--- config.mk ---
export PLATFORM = sky130hd
export DESIGN_NAME = digit_hash_probe_insert_core
export DESIGN_NICKNAME = d
export VERILOG_FILES = /design/src/rtl/dhpi_pkg.sv /design/src/rtl/digit_hash_probe_insert_core.sv /design/src/rtl/dhpi_ram.sv /design/src/rtl/dhpi_front.sv /design/src/rtl/dhpi_fifo.sv /design/src/rtl/dhpi_back.sv
export SDC_FILE = /design/constraint.sdc
export NUM_CORES = 1
export LEC_CHECK = 0
export BUFFER_PORTS_ARGS = -buffer_cell sky130_fd_sc_hd__buf_4
export CORE_ASPECT_RATIO = 0.8
export CORE_UTILIZATION = 34
export DETAILED_ROUTE_END_ITERATION = 10
export GPL_TIMING_DRIVEN = 0
export SYNTH_ARGS = -nofsm -noshare
export SYNTH_HDL_FRONTEND = slang
export SYNTH_HIERARCHICAL = 1
export SYNTH_SLANG_ARGS = --single-unit
--- constraint.sdc ---
create_clock -name clk_i -period 12.6 [get_ports clk_i]
set_clock_uncertainty 0.1 [all_clocks]
set_input_delay 0.63 -clock clk_i [delete_from_list [all_inputs] [get_ports clk_i]]
set_output_delay 0.63 -clock clk_i [all_outputs]
set_load 0.005 [all_outputs]
--- src/rtl/dhpi_pkg.sv ---
`timescale 1ns / 1ps

package dhpi_pkg;

  localparam int unsigned TableSizeDefault = 101;
  localparam int unsigned DigitW = 4;
  localparam int unsigned KeyW = 20;
  localparam int unsigned HashW = 11;
  localparam int unsigned RecipShift = 22;
  localparam int unsigned OutW = 7;
  localparam int unsigned SumW = 32;
  localparam int unsigned FifoDepth = 2;
  localparam logic [DigitW-1:0] KeyLenValid = 4'd6;
  localparam logic [OutW-1:0] OutMax = 7'd127;

  typedef enum logic [1:0] {
    StatusHome      = 2'd0,
    StatusProbed    = 2'd1,
    StatusOverwrite = 2'd2,
    StatusReject    = 2'd3
  } status_e;

  typedef enum logic [2:0] {
    BackClear,
    BackIdle,
    BackHome,
    BackProbe,
    BackFin
  } back_state_e;

  typedef struct packed {
    logic              rejected;
    logic [DigitW-1:0] stride;
    logic [KeyW-1:0]   key;
  } entry_t;

  function automatic logic [OutW-1:0] sat7(input logic [31:0] v);
    logic [OutW-1:0] r;
    if (v > 32'(OutMax)) begin
      r = OutMax;
    end else begin
      r = v[OutW-1:0];
    end
    return r;
  endfunction

endpackage

--- src/rtl/digit_hash_probe_insert_core.sv ---
`timescale 1ns / 1ps

// Inserts six-digit keys into an open-addressed table of TableSize slots and returns one
// result item per input item. After reset the occupancy memory is cleared slot by slot,
// during which in_ready_o stays low. A front pipeline (stages s1, s2, s3) hashes each
// item and feeds a two-entry queue; the back end then takes a rejected key from Idle
// straight to Fin, a key with a free home slot through Home, and one Probe step per probed
// slot, as every probe is one read of the occupancy memory.
module digit_hash_probe_insert_core #(
  parameter int unsigned TableSize = dhpi_pkg::TableSizeDefault
) (
  input  logic                          clk_i,
  input  logic                          rst_ni,
  input  logic                          in_valid_i,
  output logic                          in_ready_o,
  input  logic [dhpi_pkg::DigitW-1:0]   key_length_i,
  input  logic [dhpi_pkg::DigitW-1:0]   digit_0_i,
  input  logic [dhpi_pkg::DigitW-1:0]   digit_1_i,
  input  logic [dhpi_pkg::DigitW-1:0]   digit_2_i,
  input  logic [dhpi_pkg::DigitW-1:0]   digit_3_i,
  input  logic [dhpi_pkg::DigitW-1:0]   digit_4_i,
  input  logic [dhpi_pkg::DigitW-1:0]   digit_5_i,
  output logic                          out_valid_o,
  input  logic                          out_ready_i,
  output logic [1:0]                    status_o,
  output logic [dhpi_pkg::OutW-1:0]     slot_o,
  output logic [dhpi_pkg::OutW-1:0]     collisions_now_o,
  output logic [dhpi_pkg::SumW-1:0]     collision_total_o,
  output logic [dhpi_pkg::OutW-1:0]     stored_count_o
);

  localparam int unsigned IW = $clog2(TableSize);
  localparam int unsigned QW = $bits(dhpi_pkg::entry_t) + IW;

  logic             clearing;
  logic             push, q_ready, q_valid, q_pop;
  dhpi_pkg::entry_t push_entry, pop_entry;
  logic [IW-1:0]    push_home, pop_home;
  logic [QW-1:0]    q_wdata, q_rdata;

  dhpi_front #(
    .TableSize(TableSize)
  ) u_front (
    .clk_i       (clk_i),
    .rst_ni      (rst_ni),
    .in_valid_i  (in_valid_i),
    .in_ready_o  (in_ready_o),
    .key_length_i(key_length_i),
    .digit_0_i   (digit_0_i),
    .digit_1_i   (digit_1_i),
    .digit_2_i   (digit_2_i),
    .digit_3_i   (digit_3_i),
    .digit_4_i   (digit_4_i),
    .digit_5_i   (digit_5_i),
    .clearing_i  (clearing),
    .q_ready_i   (q_ready),
    .push_o      (push),
    .entry_o     (push_entry),
    .home_o      (push_home)
  );

  assign q_wdata = {push_home, push_entry};

  dhpi_fifo #(
    .Width(QW),
    .Depth(dhpi_pkg::FifoDepth)
  ) u_fifo (
    .clk_i  (clk_i),
    .rst_ni (rst_ni),
    .push_i (push),
    .data_i (q_wdata),
    .ready_o(q_ready),
    .pop_i  (q_pop),
    .valid_o(q_valid),
    .data_o (q_rdata)
  );

  assign pop_entry = q_rdata[$bits(dhpi_pkg::entry_t)-1:0];
  assign pop_home  = q_rdata[QW-1:$bits(dhpi_pkg::entry_t)];

  dhpi_back #(
    .TableSize(TableSize)
  ) u_back (
    .clk_i            (clk_i),
    .rst_ni           (rst_ni),
    .q_valid_i        (q_valid),
    .q_entry_i        (pop_entry),
    .q_home_i         (pop_home),
    .q_pop_o          (q_pop),
    .clearing_o       (clearing),
    .out_valid_o      (out_valid_o),
    .out_ready_i      (out_ready_i),
    .status_o         (status_o),
    .slot_o           (slot_o),
    .collisions_now_o (collisions_now_o),
    .collision_total_o(collision_total_o),
    .stored_count_o   (stored_count_o)
  );

endmodule

--- src/rtl/dhpi_ram.sv ---
`timescale 1ns / 1ps

module dhpi_ram #(
  parameter int unsigned Width = 1,
  parameter int unsigned Depth = 2
) (
  input  logic                     clk_i,
  input  logic                     we_i,
  input  logic [$clog2(Depth)-1:0] waddr_i,
  input  logic [Width-1:0]         wdata_i,
  input  logic                     re_i,
  input  logic [$clog2(Depth)-1:0] raddr_i,
  output logic [Width-1:0]         rdata_o
);

  logic [Width-1:0] mem_q [Depth];
  logic [Width-1:0] rdata_q;

  always_ff @(posedge clk_i) begin
    if (we_i) begin
      mem_q[waddr_i] <= wdata_i;
    end
    if (re_i) begin
      rdata_q <= mem_q[raddr_i];
    end
  end

  assign rdata_o = rdata_q;

endmodule

--- src/rtl/dhpi_front.sv ---
`timescale 1ns / 1ps

module dhpi_front #(
  parameter int unsigned TableSize = dhpi_pkg::TableSizeDefault
) (
  input  logic                             clk_i,
  input  logic                             rst_ni,
  input  logic                             in_valid_i,
  output logic                             in_ready_o,
  input  logic [dhpi_pkg::DigitW-1:0]      key_length_i,
  input  logic [dhpi_pkg::DigitW-1:0]      digit_0_i,
  input  logic [dhpi_pkg::DigitW-1:0]      digit_1_i,
  input  logic [dhpi_pkg::DigitW-1:0]      digit_2_i,
  input  logic [dhpi_pkg::DigitW-1:0]      digit_3_i,
  input  logic [dhpi_pkg::DigitW-1:0]      digit_4_i,
  input  logic [dhpi_pkg::DigitW-1:0]      digit_5_i,
  input  logic                             clearing_i,
  input  logic                             q_ready_i,
  output logic                             push_o,
  output dhpi_pkg::entry_t                 entry_o,
  output logic [$clog2(TableSize)-1:0]     home_o
);

  localparam int unsigned HW = dhpi_pkg::HashW;
  localparam int unsigned KW = dhpi_pkg::KeyW;
  localparam int unsigned RS = dhpi_pkg::RecipShift;
  localparam int unsigned PrW = HW + RS;
  localparam int unsigned TW = $clog2(TableSize + 1);
  localparam int unsigned IW = $clog2(TableSize);
  localparam int unsigned Recip = (1 << RS) / TableSize;
  localparam logic [HW-1:0] TabH = HW'(TableSize);

  logic             adv;
  logic             accept;
  logic [KW-1:0]    key_c;
  logic [HW-1:0]    hash_c;
  logic [PrW-1:0]   recip_prod;
  logic [HW+TW-1:0] qt_prod;
  logic [HW-1:0]    rem_raw;
  logic [HW-1:0]    rem_fix;

  logic             s1_v_q, s2_v_q, s3_v_q;
  dhpi_pkg::entry_t s1_ent_q, s2_ent_q, s3_ent_q;
  logic [HW-1:0]    s1_hash_q, s2_hash_q, s3_hash_q;
  logic [HW-1:0]    s2_quo_q;
  logic [HW-1:0]    s3_qt_q;

  assign adv        = !s3_v_q || q_ready_i;
  assign in_ready_o = adv && !clearing_i;
  assign accept     = in_valid_i && in_ready_o;

  assign key_c = KW'(digit_0_i) * KW'(100000) + KW'(digit_1_i) * KW'(10000)
               + KW'(digit_2_i) * KW'(1000) + KW'(digit_3_i) * KW'(100)
               + KW'(digit_4_i) * KW'(10) + KW'(digit_5_i);

  assign hash_c = HW'(digit_5_i) * HW'(100) + HW'(digit_1_i) * HW'(10) + HW'(digit_3_i);

  // The quotient estimate is low by at most one, so one subtract corrects it.
  assign recip_prod = PrW'(s1_hash_q) * PrW'(Recip);
  assign qt_prod    = (HW + TW)'(s2_quo_q) * (HW + TW)'(TableSize);
  assign rem_raw    = s3_hash_q - s3_qt_q;
  assign rem_fix    = (rem_raw >= TabH) ? (rem_raw - TabH) : rem_raw;

  assign push_o  = s3_v_q && q_ready_i;
  assign entry_o = s3_ent_q;
  assign home_o  = IW'(rem_fix);

  always_ff @(posedge clk_i or negedge rst_ni) begin
    if (!rst_ni) begin
      s1_v_q <= 1'b0;
      s2_v_q <= 1'b0;
      s3_v_q <= 1'b0;
    end else if (adv) begin
      s1_v_q <= accept;
      s2_v_q <= s1_v_q;
      s3_v_q <= s2_v_q;
    end
  end

  always_ff @(posedge clk_i) begin
    if (adv) begin
      s1_ent_q.rejected <= (key_length_i != dhpi_pkg::KeyLenValid);
      s1_ent_q.stride   <= digit_0_i;
      s1_ent_q.key      <= key_c;
      s1_hash_q         <= hash_c;
      s2_ent_q          <= s1_ent_q;
      s2_hash_q         <= s1_hash_q;
      s2_quo_q          <= recip_prod[PrW-1:RS];
      s3_ent_q          <= s2_ent_q;
      s3_hash_q         <= s2_hash_q;
      s3_qt_q           <= qt_prod[HW-1:0];
    end
  end

endmodule

--- src/rtl/dhpi_fifo.sv ---
`timescale 1ns / 1ps

module dhpi_fifo #(
  parameter int unsigned Width = 1,
  parameter int unsigned Depth = dhpi_pkg::FifoDepth
) (
  input  logic             clk_i,
  input  logic             rst_ni,
  input  logic             push_i,
  input  logic [Width-1:0] data_i,
  output logic             ready_o,
  input  logic             pop_i,
  output logic             valid_o,
  output logic [Width-1:0] data_o
);

  localparam int unsigned PtrW = (Depth > 1) ? $clog2(Depth) : 1;
  localparam int unsigned CntW = $clog2(Depth + 1);
  localparam logic [PtrW-1:0] LastPtr = PtrW'(Depth - 1);

  logic [Width-1:0] mem_q [Depth];
  logic [PtrW-1:0]  wr_ptr_q, wr_ptr_d, rd_ptr_q, rd_ptr_d;
  logic [CntW-1:0]  cnt_q, cnt_d;

  assign ready_o = (cnt_q != CntW'(Depth));
  assign valid_o = (cnt_q != '0);
  assign data_o  = mem_q[rd_ptr_q];

  always_comb begin
    wr_ptr_d = wr_ptr_q;
    rd_ptr_d = rd_ptr_q;
    cnt_d    = cnt_q;
    if (push_i) begin
      wr_ptr_d = (wr_ptr_q == LastPtr) ? '0 : wr_ptr_q + PtrW'(1);
    end
    if (pop_i) begin
      rd_ptr_d = (rd_ptr_q == LastPtr) ? '0 : rd_ptr_q + PtrW'(1);
    end
    if (push_i && !pop_i) begin
      cnt_d = cnt_q + CntW'(1);
    end else if (pop_i && !push_i) begin
      cnt_d = cnt_q - CntW'(1);
    end
  end

  always_ff @(posedge clk_i or negedge rst_ni) begin
    if (!rst_ni) begin
      wr_ptr_q <= '0;
      rd_ptr_q <= '0;
      cnt_q    <= '0;
    end else begin
      wr_ptr_q <= wr_ptr_d;
      rd_ptr_q <= rd_ptr_d;
      cnt_q    <= cnt_d;
    end
  end

  always_ff @(posedge clk_i) begin
    if (push_i) begin
      mem_q[wr_ptr_q] <= data_i;
    end
  end

endmodule

--- src/rtl/dhpi_back.sv ---
`timescale 1ns / 1ps

module dhpi_back #(
  parameter int unsigned TableSize = dhpi_pkg::TableSizeDefault
) (
  input  logic                          clk_i,
  input  logic                          rst_ni,
  input  logic                          q_valid_i,
  input  dhpi_pkg::entry_t              q_entry_i,
  input  logic [$clog2(TableSize)-1:0]  q_home_i,
  output logic                          q_pop_o,
  output logic                          clearing_o,
  output logic                          out_valid_o,
  input  logic                          out_ready_i,
  output logic [1:0]                    status_o,
  output logic [dhpi_pkg::OutW-1:0]     slot_o,
  output logic [dhpi_pkg::OutW-1:0]     collisions_now_o,
  output logic [dhpi_pkg::SumW-1:0]     collision_total_o,
  output logic [dhpi_pkg::OutW-1:0]     stored_count_o
);

  localparam int unsigned IW = $clog2(TableSize);
  localparam int unsigned PW = $clog2(TableSize + 16);
  localparam int unsigned NW = $clog2(TableSize + 2);
  localparam int unsigned FW = $clog2(TableSize + 1);
  localparam int unsigned SW = dhpi_pkg::SumW;
  localparam int unsigned OW = dhpi_pkg::OutW;
  localparam logic [PW-1:0] TabP = PW'(TableSize);
  localparam logic [FW-1:0] TabF = FW'(TableSize);
  localparam logic [IW-1:0] LastIdx = IW'(TableSize - 1);

  dhpi_pkg::back_state_e state_q, state_d;
  logic [IW-1:0]         clr_q, clr_d;
  dhpi_pkg::entry_t      ent_q, ent_d;
  logic [IW-1:0]         home_q, home_d;
  logic [PW-1:0]         pos_q, pos_d;
  logic [FW-1:0]         probes_q, probes_d;
  logic [NW-1:0]         now_q, now_d;
  dhpi_pkg::status_e     status_q, status_d;
  logic [IW-1:0]         slot_q, slot_d;
  logic [FW-1:0]         fill_q, fill_d;
  logic [SW-1:0]         sum_q, sum_d;

  logic                  out_valid_q, out_valid_d;
  dhpi_pkg::status_e     out_status_q, out_status_d;
  logic [OW-1:0]         out_slot_q, out_slot_d;
  logic [OW-1:0]         out_now_q, out_now_d;
  logic [SW-1:0]         out_total_q, out_total_d;
  logic [OW-1:0]         out_stored_q, out_stored_d;

  logic                  occ_we, occ_re, occ_wdata, occ_rd;
  logic [IW-1:0]         occ_waddr, occ_raddr;
  logic                  key_we;
  logic [IW-1:0]         key_waddr;

  logic [PW-1:0]         pos_base, pos_step;
  logic                  step_out, probe_last, fill_full, out_free;
  logic [SW:0]           sum_ext;
  logic [SW-1:0]         sum_new;

  assign pos_base   = (state_q == dhpi_pkg::BackHome) ? PW'(home_q) : pos_q;
  assign pos_step   = pos_base + PW'(ent_q.stride);
  assign step_out   = (pos_step >= TabP);
  assign probe_last = ((probes_q + FW'(1)) == TabF);
  assign fill_full  = (fill_q >= TabF);
  assign out_free   = !out_valid_q || out_ready_i;
  assign sum_ext    = {1'b0, sum_q} + (SW + 1)'(now_q);
  assign sum_new    = sum_ext[SW] ? '1 : sum_ext[SW-1:0];

  always_comb begin
    state_d = state_q;
    unique case (state_q)
      dhpi_pkg::BackClear: begin
        if (clr_q == LastIdx) begin
          state_d = dhpi_pkg::BackIdle;
        end
      end
      dhpi_pkg::BackIdle: begin
        if (q_valid_i) begin
          state_d = q_entry_i.rejected ? dhpi_pkg::BackFin : dhpi_pkg::BackHome;
        end
      end
      dhpi_pkg::BackHome: begin
        if (!occ_rd || fill_full || step_out) begin
          state_d = dhpi_pkg::BackFin;
        end else begin
          state_d = dhpi_pkg::BackProbe;
        end
      end
      dhpi_pkg::BackProbe: begin
        if (!occ_rd || probe_last || step_out) begin
          state_d = dhpi_pkg::BackFin;
        end
      end
      dhpi_pkg::BackFin: begin
        if (out_free) begin
          state_d = dhpi_pkg::BackIdle;
        end
      end
      default: state_d = dhpi_pkg::BackIdle;
    endcase
  end

  always_comb begin
    clr_d        = clr_q;
    ent_d        = ent_q;
    home_d       = home_q;
    pos_d        = pos_q;
    probes_d     = probes_q;
    now_d        = now_q;
    status_d     = status_q;
    slot_d       = slot_q;
    fill_d       = fill_q;
    sum_d        = sum_q;
    out_valid_d  = out_valid_q && !out_ready_i;
    out_status_d = out_status_q;
    out_slot_d   = out_slot_q;
    out_now_d    = out_now_q;
    out_total_d  = out_total_q;
    out_stored_d = out_stored_q;
    occ_we       = 1'b0;
    occ_waddr    = clr_q;
    occ_wdata    = 1'b0;
    occ_re       = 1'b0;
    occ_raddr    = q_home_i;
    key_we       = 1'b0;
    key_waddr    = home_q;
    q_pop_o      = 1'b0;
    clearing_o   = 1'b0;
    unique case (state_q)
      dhpi_pkg::BackClear: begin
        clearing_o = 1'b1;
        occ_we     = 1'b1;
        clr_d      = clr_q + IW'(1);
      end
      dhpi_pkg::BackIdle: begin
        if (q_valid_i) begin
          q_pop_o  = 1'b1;
          ent_d    = q_entry_i;
          home_d   = q_home_i;
          now_d    = '0;
          probes_d = '0;
          if (q_entry_i.rejected) begin
            status_d = dhpi_pkg::StatusReject;
            slot_d   = '0;
          end else begin
            occ_re = 1'b1;
          end
        end
      end
      dhpi_pkg::BackHome: begin
        if (!occ_rd) begin
          occ_we    = 1'b1;
          occ_waddr = home_q;
          occ_wdata = 1'b1;
          key_we    = 1'b1;
          fill_d    = fill_q + FW'(1);
          status_d  = dhpi_pkg::StatusHome;
          slot_d    = home_q;
        end else begin
          now_d = NW'(1);
          if (fill_full || step_out) begin
            key_we   = 1'b1;
            status_d = dhpi_pkg::StatusOverwrite;
            slot_d   = home_q;
          end else begin
            pos_d     = pos_step;
            occ_re    = 1'b1;
            occ_raddr = IW'(pos_step);
          end
        end
      end
      dhpi_pkg::BackProbe: begin
        if (!occ_rd) begin
          occ_we    = 1'b1;
          occ_waddr = IW'(pos_q);
          occ_wdata = 1'b1;
          key_we    = 1'b1;
          key_waddr = IW'(pos_q);
          fill_d    = fill_q + FW'(1);
          status_d  = dhpi_pkg::StatusProbed;
          slot_d    = IW'(pos_q);
        end else begin
          now_d = now_q + NW'(1);
          if (probe_last || step_out) begin
            key_we   = 1'b1;
            status_d = dhpi_pkg::StatusOverwrite;
            slot_d   = home_q;
          end else begin
            pos_d     = pos_step;
            probes_d  = probes_q + FW'(1);
            occ_re    = 1'b1;
            occ_raddr = IW'(pos_step);
          end
        end
      end
      dhpi_pkg::BackFin: begin
        if (out_free) begin
          sum_d        = sum_new;
          out_valid_d  = 1'b1;
          out_status_d = status_q;
          out_slot_d   = dhpi_pkg::sat7(32'(slot_q));
          out_now_d    = dhpi_pkg::sat7(32'(now_q));
          out_total_d  = sum_new;
          out_stored_d = dhpi_pkg::sat7(32'(fill_q));
        end
      end
      default: begin
        clearing_o = 1'b0;
      end
    endcase
  end

  always_ff @(posedge clk_i or negedge rst_ni) begin
    if (!rst_ni) begin
      state_q     <= dhpi_pkg::BackClear;
      clr_q       <= '0;
      fill_q      <= '0;
      sum_q       <= '0;
      out_valid_q <= 1'b0;
    end else begin
      state_q     <= state_d;
      clr_q       <= clr_d;
      fill_q      <= fill_d;
      sum_q       <= sum_d;
      out_valid_q <= out_valid_d;
    end
  end

  always_ff @(posedge clk_i) begin
    ent_q        <= ent_d;
    home_q       <= home_d;
    pos_q        <= pos_d;
    probes_q     <= probes_d;
    now_q        <= now_d;
    status_q     <= status_d;
    slot_q       <= slot_d;
    out_status_q <= out_status_d;
    out_slot_q   <= out_slot_d;
    out_now_q    <= out_now_d;
    out_total_q  <= out_total_d;
    out_stored_q <= out_stored_d;
  end

  dhpi_ram #(
    .Width(1),
    .Depth(TableSize)
  ) u_occ_ram (
    .clk_i  (clk_i),
    .we_i   (occ_we),
    .waddr_i(occ_waddr),
    .wdata_i(occ_wdata),
    .re_i   (occ_re),
    .raddr_i(occ_raddr),
    .rdata_o(occ_rd)
  );

  dhpi_ram #(
    .Width(dhpi_pkg::KeyW),
    .Depth(TableSize)
  ) u_key_ram (
    .clk_i  (clk_i),
    .we_i   (key_we),
    .waddr_i(key_waddr),
    .wdata_i(ent_q.key),
    .re_i   (1'b0),
    .raddr_i('0),
    .rdata_o()
  );

  assign out_valid_o       = out_valid_q;
  assign status_o          = out_status_q;
  assign slot_o            = out_slot_q;
  assign collisions_now_o  = out_now_q;
  assign collision_total_o = out_total_q;
  assign stored_count_o    = out_stored_q;

  a_fill_bound: assert property (@(posedge clk_i) disable iff (!rst_ni)
    fill_q <= TabF)
    else $error("Fill count exceeds the table size.");

  a_occ_port: assert property (@(posedge clk_i) disable iff (!rst_ni)
    !(occ_we && occ_re))
    else $error("Occupancy memory read and written in the same cycle.");

  a_sum_mono: assert property (@(posedge clk_i) disable iff (!rst_ni)
    sum_q >= $past(sum_q))
    else $error("Collision total decreased.");

  a_no_pop_clear: assert property (@(posedge clk_i) disable iff (!rst_ni)
    (state_q == dhpi_pkg::BackClear) |-> !q_pop_o)
    else $error("Item taken from the queue during the clearing pass.");

  a_out_load: assert property (@(posedge clk_i) disable iff (!rst_ni)
    (state_q == dhpi_pkg::BackFin && out_free) |=> out_valid_q)
    else $error("Finished item did not reach the output register.");

endmodule

==> results.cfg <==
[layout]
utilization = 0.395
fill_cells = 5437
synthToLayoutAreaGrowth_pct = 14.8
drive_above_1_share = 0.143
nets = 1938
n_antenna_cell = 0

[clocking]
ctsResizeCount = 0
clock_latency_ps = 560
cts_root_buf = clkbuf_16
clk_path_buf_depth = 3
postCtsSetupBuffers = 0
cts_sinks = 343
clkTransAtPathRegs_ps = 60
hold_buffers = 0
cts_buffers = 39
htreeDepth = 2
tritoncts = built

[run_status]
outcome = finished, final reports clean

[floorplan]
die_area_sq_mm = 0.0582
start_util = 0.344
dieWidth_microns = 269
io_pins = 89
die_y_microns = 216
core_area_sq_mm = 0.0566
rows = 78

[place]
port_buffers = 80
hpwlAfterDp_microns = 27900
gp_congestion = 0.845
pre_cts_ws_ps = 6910

[routing]
routedWlPerCell_microns = 15.6
dr_total_vias = 12100
wl_microns = 38700
ant_nets = 0
drt-initial-drc-count = 872
drt_first_pass_iters = 5
drc = 0
vias_per_cell = 4.89

[hold_path]
hp-class = in2async

[critical_path]
cp-start-kind = register
crit_top_cell = fa_1
slowest_delay_ps = 580
cp_slowest_cell = fa_1
setup.worst_path.start = u_front/s1_hash_q[8]
worstReg2RegStart = u_front/s1_hash_q[8]
cp-endpoint = u_front/s2_quo_q[4]
crit_chain = fa_1 > inv_1 > fa_1 > inv_1 > fa_1 > inv_1 > fa_1 > inv_1 > fa_1 > ha_1 > a21o_1 > a221oi_1 > o21ai_0 > a211o_1 > a221oi_2 > o21bai_1 > xor2_1
crit_arrival_ps = 5940
r2r-end = u_front/s2_quo_q[4]
path_class = reg2reg
reg2reg_depth = 17
worstPathMaxFanout = 7
setup.worst_path.end_class = register
critPathBufInv = 4
rrSetupSlack_ps = 6860
worstPathRequired_ps = 12800
cpLargestDelayFamily = adder cells
cp.depth = 17

[flow_run]
max_cap_violations = 0

[timing]
relSlewSlack = 0.175
maxSlewViolCount = 0
fin_crit_ps = 5740
rsz0062_at_grt = no
final-hold-violation-count = 0
max_freq_ghz = 0.174
worstMarginPinSlew_ps = 1230
min_period_over_period = 0.456
finalSetupViolations = 0
fin_tns_setup_ps = 0
worst_slack_ps = 6860

[global_route]
grt_pass1_wl_microns = 63400
grt_pass1_vias = 12200
grt_max_degree = 109
antenna_found_initial = 0
grt_overflow = 0
gr-usage-all-layers = 0.134

[synthesis]
syn_area_sq_mm = 0.0195
syn-num-nets = 1815
synth_cells = 1568
avgSynthCellArea_sq_um = 12.4
ys_warn_count = 6
[stage by stage]
| stage | std cells | hold slack, ps | cell area (sq um) |
|---|---|---|---|
| finish | 2482 | 53.5 | 22300 |
| global route | 2482 | 115 | 22300 |
| CTS | 2482 | 72.7 | 22300 |
| detailed placement | 2410 | 305 | 21100 |
| global placement | 2408 | 302 | 21000 |
| floorplan | 1568 | 234 | 19500 |
[layout make-up]
cell class              count  area [sq um]  area share
well taps                 760           951      0.0426
inverters                 158           593      0.0266
clock buffers              48          1050      0.0471
multi-input cells        1011          8510       0.381
clock inverters            24           205     0.00919
flip-flops and latches    343         10000       0.448
plain buffers              56           355      0.0159
repair buffers             82           648      0.0290
[routing by layer]
metal,vias to the layer above,track usage,part of all wire
met5,-,0,0
li1,5864,-,-
met3,69,0.0234,0.053
met2,258,0.210,0.45
met4,0,0.0439,0.022
met1,5954,0.189,0.48
[state kept, by name, summed over array words and instances, names as in the netlist, 7 cells and up]
| name | count |
|---|---|
| u_back/stored_count_o | 7 |
| u_back/probes_q | 7 |
| u_back/collisions_now_o | 7 |
| u_back/slot_o | 7 |
| u_back/now_q | 7 |
| u_back/collision_total_o | 32 |
| u_front/s3_hash_q | 11 |
| u_back/sum_q | 32 |
| u_front/s2_hash_q | 11 |
| u_back/fill_q | 7 |
| u_fifo/mem_q | 24 |
| u_back/home_q | 7 |
| u_front/s3_qt_q | 11 |
| u_back/pos_q | 7 |
| u_front/s1_hash_q | 11 |
| u_back/slot_q | 7 |
| u_back/u_occ_ram/mem_q | 101 |
| u_back/clr_q | 7 |
[worst reg2reg max path: stages (launching register included)]
cell and delay [ps]:
edfxtp_1 540, fa_1 580, inv_1 50, fa_1 490, inv_1 50, fa_1 490
inv_1 50, fa_1 540, inv_1 60, fa_1 480, ha_1 330, a21o_1 190
a221oi_1 420, o21ai_0 150, a211o_1 330, a221oi_2 360, o21bai_1 120, xor2_1 150
[worst min path at each step]
stage                                    start                   end  slack, ps  cells after the start
after floorplan                         rst_ni       u_back/clr_q[0]        230                      0
after global placement    u_front/s2_hash_q[2]  u_front/s3_hash_q[2]        300                      0
after detailed placement  u_front/s2_hash_q[2]  u_front/s3_hash_q[2]        300                      0
after CTS                               rst_ni      u_back/sum_q[25]         70                      1
after global routing                    rst_ni      u_back/sum_q[25]        110                      1
final                                   rst_ni      u_back/sum_q[25]         50                      1
[layout by cell type (no fill, tap or decap), drive strengths merged, types with 28 or more instances in the layout]
master / n
a21oi: 60
a31oi: 28
buf: 106
clkbuf: 80
dfrtp: 57
edfxtp: 286
fa: 47
ha: 168
inv: 162
mux2: 40
nand2: 105
nand3: 39
nor2: 160
o21ai: 28
xnor2: 51
xor2: 38
Power is not shown: default switching activity piles up to over one toggle a cycle in this logic, so the estimate is an artifact.
